### config.mk
export PLATFORM = sky130hd
export DESIGN_NAME = wdlps_mac
export DESIGN_NICKNAME = d
export VERILOG_FILES = /design/src/hdl/wdlps_pkg.sv /design/src/hdl/wdlps_mac.sv
export SDC_FILE = /design/constraint.sdc
export NUM_CORES = 1
export LEC_CHECK = 0
export ABC_AREA = 0
export BUFFER_PORTS_ARGS = -buffer_cell sky130_fd_sc_hd__clkbuf_2
export CAP_MARGIN = 25
export CORE_MARGIN = 2
export CORE_UTILIZATION = 55
export DETAILED_ROUTE_END_ITERATION = 6
export PLACE_DENSITY = 0.74
export SLEW_MARGIN = 25
export SYNTH_ARGS = -nofsm -noshare
export SYNTH_HDL_FRONTEND = slang
export SYNTH_SLANG_ARGS = --single-unit
### constraint.sdc
create_clock -name clk -period 12.47 [get_ports clk]
set_input_delay 0.6235 -clock clk [delete_from_list [all_inputs] [get_ports clk]]
set_output_delay 0.6235 -clock clk [all_outputs]
set_load 0.02 [all_outputs]
### src/hdl/wdlps_pkg.sv
// Shared constants, types and the fixed window contents of the pitch shifter.
// No dependencies; every other file of the block imports this package.
package wdlps_pkg;

  localparam int BUFFER_DEPTH = 4096;
  localparam int GRAIN_SIZE   = 1024;
  localparam int SAMPLE_BITS  = 24;
  localparam int FRAC_BITS    = 16;

  localparam int ADDR_BITS  = $clog2(BUFFER_DEPTH);
  localparam int GRAIN_BITS = $clog2(GRAIN_SIZE);
  localparam int POS_W      = ADDR_BITS + FRAC_BITS;

  localparam int RATIO_BITS = 18;
  localparam int BAL_BITS   = 17;
  localparam int FB_BITS    = 16;
  localparam int WIN_BITS   = 16;
  localparam int GAIN_FRAC  = 16;
  localparam int CFG_DATA_W = 18;
  localparam int CFG_IDX_W  = 2;

  localparam int MAC_A_W = (SAMPLE_BITS + 2 > RATIO_BITS) ? SAMPLE_BITS + 2 : RATIO_BITS + 1;
  localparam int MAC_B_W = (FRAC_BITS + 2 > 18) ? FRAC_BITS + 2 : 18;
  localparam int ACC_W   = MAC_A_W + MAC_B_W + 1;

  localparam int STEP_SHL = (FRAC_BITS >= GAIN_FRAC) ? FRAC_BITS - GAIN_FRAC : 0;
  localparam int STEP_SHR = (FRAC_BITS >= GAIN_FRAC) ? 0 : GAIN_FRAC - FRAC_BITS;

  localparam logic [RATIO_BITS-1:0] RATIO_ONE  = RATIO_BITS'(65536);
  localparam logic [15:0]           RATIO_KEEP = 16'd62259;
  localparam logic [15:0]           RATIO_MOVE = 16'd3277;
  localparam logic [FB_BITS-1:0]    FB_CAP     = 16'd45875;
  localparam logic [BAL_BITS-1:0]   FULL_WET   = 17'd65536;
  localparam logic [BAL_BITS-1:0]   BAL_RESET  = 17'd32768;

  localparam logic [ACC_W-1:0] HALF_GAIN = ACC_W'(1) << (GAIN_FRAC - 1);
  localparam logic [ACC_W-1:0] HALF_FRAC = ACC_W'(1) << (FRAC_BITS - 1);

  typedef enum logic [CFG_IDX_W-1:0] {
    CFG_TARGET,
    CFG_BALANCE,
    CFG_FEEDBACK,
    CFG_BYPASS
  } cfg_idx_t;

  typedef enum logic [3:0] {
    S_IDLE,
    S_RAT0,
    S_RAT1,
    S_RD0,
    S_RD1,
    S_INT,
    S_WIN,
    S_FB,
    S_MIX0,
    S_MIX1,
    S_DONE
  } state_t;

  typedef struct packed {
    logic en;
    logic load;
  } mac_ctrl_t;

  typedef logic [WIN_BITS-1:0] win_rom_t [GRAIN_SIZE];

  localparam logic [63:0] PI_Q30  = 64'd3373259426;
  localparam logic [63:0] Q30_ONE = 64'd1 << 30;
  localparam int          WIN_DEN = GRAIN_SIZE - 1;

  // Squared sine by a ninth-order series in Q30, evaluated at elaboration.
  function automatic win_rom_t build_window();
    win_rom_t    t;
    logic [63:0] m;
    logic [63:0] a;
    logic [63:0] z;
    logic [63:0] h;
    logic [63:0] s;
    logic [63:0] w;
    for (int i = 0; i < GRAIN_SIZE; i++) begin
      m = (i < WIN_DEN - i) ? 64'(i) : 64'(WIN_DEN - i);
      a = (PI_Q30 * m) / WIN_DEN;
      z = (a * a) >> 30;
      h = Q30_ONE - z / 72;
      h = Q30_ONE - ((z * h) >> 30) / 42;
      h = Q30_ONE - ((z * h) >> 30) / 20;
      h = Q30_ONE - ((z * h) >> 30) / 6;
      s = (a * h) >> 30;
      w = (s * s + (64'd1 << 43)) >> 44;
      t[i] = (w > 64'd65535) ? 16'hFFFF : w[15:0];
    end
    return t;
  endfunction

  localparam win_rom_t WINDOW_ROM = build_window();

endpackage

### src/hdl/wdlps_mac.sv
// Shared signed multiply-accumulate unit with a loadable rounding bias.
// Depends on wdlps_pkg for operand widths and the control struct.
module wdlps_mac (
  input  logic                               clk,
  input  wdlps_pkg::mac_ctrl_t               ctrl,
  input  logic        [wdlps_pkg::ACC_W-1:0]   bias,
  input  logic signed [wdlps_pkg::MAC_A_W-1:0] op_a,
  input  logic signed [wdlps_pkg::MAC_B_W-1:0] op_b,
  output logic signed [wdlps_pkg::ACC_W-1:0]   acc
);
  import wdlps_pkg::*;

  logic signed [MAC_A_W+MAC_B_W-1:0] prod;
  logic signed [ACC_W-1:0]           acc_r;
  logic signed [ACC_W-1:0]           acc_nxt;

  assign prod = op_a * op_b;

  always_comb begin
    acc_nxt = (ctrl.load ? $signed(bias) : acc_r) + ACC_W'(prod);
  end

  always_ff @(posedge clk) begin
    if (ctrl.en) begin
      acc_r <= acc_nxt;
    end
  end

  assign acc = acc_r;

endmodule

==> flow_metrics.py, run 1 <==
metrics = {
    "worst_hold_path": {
        "hp-start": "acc[0]",
        "hold_class": "flop to flop",
    },
    "synthesis": {
        "yosys_warnings": 0,
        "ys_seq_area_share_pct": 6.84,
        "synth.area.top_cells": "fa_1 (51%), inv_1 (9.2%), ha_1 (8.2%), edfxtp_1 (6.8%), and2_1 (6.8%)",
        "async_flop_share_pct": 0,
        "synthCells": 2031,
        "synth_fp_nets": 2758,
        "post-synth-top-count-cell": "fa_1",
        "yosys.area.top_type": "fa_1",
        "syn_avg_cell_area_um2": 9.72,
        "synth_common_cells": "fa_1 (505), inv_1 (484), nand2_1 (256), and2_1 (215), ha_1 (130)",
        "synth-edff-count": 45,
        "synth.top_cell.area_share_pct": 51.2,
        "netlist-cell-type-count": 58,
        "ys.flop_type": "edfxtp_1",
        "synth_area_mm2": 0.0197,
        "synth-seq-cells": 45,
    },
    "clock_tree": {
        "cts_tree": "built",
        "cts_sinks": 45,
        "cts.clk_slew.worst_paths_ps": 80,
        "htreeDepth": 2,
        "cts_buffers": 5,
        "cts_max_path_buffers": 2,
        "clk_latency_ps": 310,
        "cts_setup_buffers": 0,
        "cts_resized": 0,
        "ctsHoldBuffers": 0,
        "cts_root_buf": "clkbuf_16",
    },
    "setup_path": {
        "worstPathRequired_ps": 12520,
        "critPathLaunchType": "input pin",
        "r2r-start": "acc[22]",
        "cp_max_fo": 26,
        "startpoint": "op_b[0]",
        "worstPathArrival_ps": 7570,
        "cp-end-kind": "flop",
        "critical_path_class": "input pin to flop",
    },
    "sta": {
        "setup_ws_ps": 4950,
        "fin_crit_ps": 7520,
        "fin_crit_sh_pct": 60.3,
        "setup_viol": 0,
        "rsz0062_at_grt": "false",
        "drv_slew": 0,
        "max-slew-margin-rel_pct": 38.4,
        "fin_skew_ps": 13.4,
        "tightest_slew_ps": 924,
        "fin_tns_setup_ps": 0,
        "hold_violations": 0,
        "fmax_mhz": 133,
    },
    "place": {
        "dp_slack_ps": 4700,
        "numPortBuffers": 136,
        "dp_hpwl_um": 40700,
        "dp_cells": 2546,
        "place.gp.congestion": 0.875,
    },
    "final_layout": {
        "nets": 2819,
        "multiInputGateArea_mm2": 0.0163,
        "post-route-util_pct": 58.8,
        "final_cells": 2554,
        "drive_above_1_share_pct": 8.17,
        "largest_reg_flops": 45,
        "nFillCells": 3009,
        "synthToLayoutAreaGrowth_pct": 5.72,
        "regArea_mm2": 0.00135,
        "antenna_cells": 0,
    },
    "route": {
        "drcViolationCount": 0,
        "routed_wl_um": 50300,
        "routed_via_density": 5.49,
        "wire_per_inst_um": 19.7,
        "dr.pass1.iters": 7,
        "ant_nets": 0,
        "drt_iter0_markers": 679,
        "num_vias": 14031,
    },
    "die": {
        "die_y_um": 193,
        "start_util_pct": 55.7,
        "floorplan.die_area_mm2": 0.0374,
        "die_w_um": 193,
        "rows": 69,
        "ios": 137,
        "coreArea_mm2": 0.0355,
    },
    "global_route": {
        "grt_pass1_vias": 16061,
        "overflow": 0,
        "antenna_found_initial": 0,
        "grt_pass1_wl_um": 84000,
        "grt_usage_pct": 28.7,
        "grt_max_degree": 46,
    },
    "outcome": {
        "run_status": "complete, no violations",
    },
    "flow_run": {
        "cap_viol_max_count": 0,
    },
}
-- per-layer routing --
layer / GRT usage, % / wire, µm / up-vias
met5: 0 / 0 / -
met4: 9.10 / 1500 / 0
met3: 5.18 / 4170 / 114
met2: 49.0 / 25000 / 581
met1: 37.4 / 19600 / 7235
li1: - / - / 6101
-- layout by cell type, fill, tap and decap left out, types with 2 or more instances in the layout --
cell type and instances:
clkbuf_2 135, nand2b_1 11, and3_1 5, nand4_1 6, ha_1 130, and2_1 215, clkbuf_16 5, xor2_1 10
o21bai_1 8, nand3_1 14, a31oi_1 8, a21oi_1 40, mux2i_1 40, o22ai_1 2, a21o_1 16, or2_2 2
o211ai_1 3, nor2_1 41, a211oi_1 3, xnor2_1 38, inv_1 484, nand2_1 256, nand3b_1 2, nor3_1 6
buf_4 2, o21a_1 4, edfxtp_1 45, o21ai_0 17, mux2_2 7, fa_1 505, a21boi_0 2
-- logic make-up (layout without fill, tap and decap cells) --
kind of cell	Yosys count	in the layout	share of synthesized area, %
adder cells (fa/ha/maj)	635	635	59.4
flip-flops	45	45	6.84
buffers and inverters	568	630	10.8
XOR/XNOR	48	48	2.13
AO/OA/AOI/OAI	119	119	4.02
AND/OR/NAND/NOR	569	569	14.3
multiplexers	47	47	2.43
-- worst max-delay path, cell delays in order --
cell and delay (ps):
clkbuf_2 470, nand2_1 260, fa_1 640, inv_1 140
fa_1 590, inv_1 300, fa_1 580, inv_1 50
fa_1 500, inv_1 50, fa_1 530, inv_1 50
fa_1 460, ha_1 300, ha_1 410, a21oi_1 240
nand4_1 290, nand2_1 140, or4_4 560, a311oi_2 250
xor2_1 100
-- area by class of cell --
class	instances	area share (%)
flip-flops and latches	45	6.47
multi-input cells	1418	77.9
repair buffers	138	3.33
well taps	461	2.76
inverters	484	8.70
clock buffers	5	0.599
clock inverters	3	0.240
-- final timing paths --
check / to / slack (ps) / cells after the start
max: acc[41] / 4950 / 21
min: acc[0] / 730 / 2
max reg2reg: acc[42] / 6690 / 16
min reg2reg: acc[0] / 730 / 2
-- through the flow --
stage | area, µm² | hold WS (ps)
finish | 20900 | 725
global route | 20900 | 750
CTS | 20900 | 732
detailed placement | 20700 | 712
global placement | 20700 | 699
floorplan | 19700 | 736
Power of run 1 is left out: the tool's default activity adds up to more than one toggle a clock period on the data nets, which glitch-free logic cannot reach.
==> inputs of run 2 (changes only) <==
==> constraint.sdc (replaced) <==
create_clock -name clk -period 7.5 [get_ports clk]
set_input_delay 0.375 -clock clk [delete_from_list [all_inputs] [get_ports clk]]
set_output_delay 0.375 -clock clk [all_outputs]
set_load 0.02 [all_outputs]
==> flow_metrics.py, run 2 (synthesized netlist as in run 1, its figures left out) <==
metrics = {
    "outcome": {
        "run_status": "complete, no violations",
    },
    "global_route": {
        "grt_usage_pct": 28.5,
        "grt_pass1_vias": 15642,
        "overflow": 0,
        "antenna_found_initial": 0,
        "grt_pass1_wl_um": 83500,
        "grt_max_degree": 46,
    },
    "worst_hold_path": {
        "hold_class": "input pin to flop",
    },
    "clock_tree": {
        "cts_sinks": 45,
        "ctsHoldBuffers": 0,
        "htreeDepth": 2,
        "cts_max_path_buffers": 2,
        "cts_setup_buffers": 0,
        "cts_buffers": 5,
        "cts_tree": "built",
        "cts_root_buf": "clkbuf_16",
        "cts_resized": 0,
        "cts.clk_slew.worst_paths_ps": 70,
        "clk_latency_ps": 310,
    },
    "setup_path": {
        "max_stage_delay_ps": 610,
        "path_common_cell": "fa_1",
        "cp_slowest_cell": "fa_1",
        "critPathLaunchType": "input pin",
        "path_cells": "clkbuf_2 > nand2_1 > fa_1 > inv_1 > fa_1 > inv_1 > fa_1 > inv_1 > fa_1 > inv_1 > fa_1 > inv_1 > fa_1 > ha_1 > ha_1 > a21oi_1 > nand4_1 > nand2_1 > or4_4 > a311oi_2 > xor2_1",
        "cp-end-kind": "flop",
        "worstPathArrival_ps": 7100,
        "critical_path_class": "input pin to flop",
        "worstPathRequired_ps": 7550,
        "cp_max_fo": 26,
    },
    "sta": {
        "rsz0062_at_grt": "false",
        "fin_crit_sh_pct": 94.0,
        "fin_crit_ps": 7050,
        "setup_viol": 0,
        "max-slew-margin-rel_pct": 46.8,
        "fin_skew_ps": 10.8,
        "fin_tns_setup_ps": 0,
        "drv_slew": 0,
        "fmax_mhz": 142,
        "tightest_slew_ps": 798,
        "hold_violations": 0,
        "setup_ws_ps": 448,
    },
    "final_layout": {
        "nets": 2841,
        "nFillCells": 3013,
        "drive_above_1_share_pct": 9.04,
        "final_cell_mix": "fa_1 (505), inv_1 (484), nand2_1 (256)",
        "post-route-util_pct": 59.2,
        "largest_reg_flops": 45,
        "final_common_cell": "fa_1",
        "synthToLayoutAreaGrowth_pct": 6.36,
        "antenna_cells": 0,
        "final_cells": 2575,
    },
    "die": {
        "ios": 137,
        "die_y_um": 193,
        "floorplan.die_area_mm2": 0.0374,
        "start_util_pct": 55.7,
        "coreArea_mm2": 0.0355,
        "rows": 69,
        "die_w_um": 193,
    },
    "route": {
        "ant_nets": 0,
        "drt_iter0_markers": 851,
        "dr.pass1.iters": 5,
        "num_vias": 13969,
        "routed_wl_um": 50600,
        "wire_per_inst_um": 19.6,
        "routed_via_density": 5.42,
        "drcViolationCount": 0,
    },
    "flow_run": {
        "cap_viol_max_count": 0,
    },
    "place": {
        "dp_cells": 2568,
        "place.gp.congestion": 0.908,
        "dp_hpwl_um": 42900,
        "dp_slack_ps": 222,
        "numPortBuffers": 136,
    },
}
[run 2: changes by cell type in the layout (fill, tap and decap cells not counted)]
cell,before,now
buf_4,2,24
bufinv_16,1,0
clkinv_1,0,1
clkinv_4,1,0
clkinvlp_4,0,1
inv_8,1,0
[run 2: critical path, delay by kind of cell]
| family | cells | cell delay, ps |
|---|---|---|
| fa+ha+maj | 8 | 3950 |
| simple gates | 4 | 1120 |
| xor+xnor | 1 | 100 |
| compound gates | 2 | 430 |
| buf+inv | 6 | 1100 |
[run 2: per-stage QoR]
| stage | area (µm²) | hold slack, ps |
|---|---|---|
| after floorplan | 19700 | 487 |
| after global placement | 20900 | 683 |
| after detailed placement | 20900 | 691 |
| after CTS | 21000 | 506 |
| after global routing | 21000 | 516 |
| final | 21000 | 504 |
[run 2: area by class of cell]
cell class	count	area [µm²]	share of cell area, %
clock buffers	5	125	0.596
clock inverters	2	11.3	0.0536
inverters	484	1820	8.65
multi-input cells	1418	16300	77.4
flip-flops and latches	45	1350	6.43
well taps	461	577	2.75
repair buffers	160	861	4.10
[run 2: worst paths after layout]
path	startpoint	end	depth (start not counted)	slack, ps
setup / recovery	op_b[1]	acc[41]	21	450
hold / removal	bias[0]	acc[0]	3	500
setup reg to reg	acc[22]	acc[40]	16	1710
hold reg to reg	acc[0]	acc[0]	2	720
[run 2: metal layers]
metal	track usage [%]	vias up	wire [µm]
li1	-	6142	-
met1	37.7	7205	20000
met2	49.6	527	25800
met3	3.47	95	3320
met4	8.26	0	1470
met5	0	-	0
Power of run 2 is left out for the same reason.
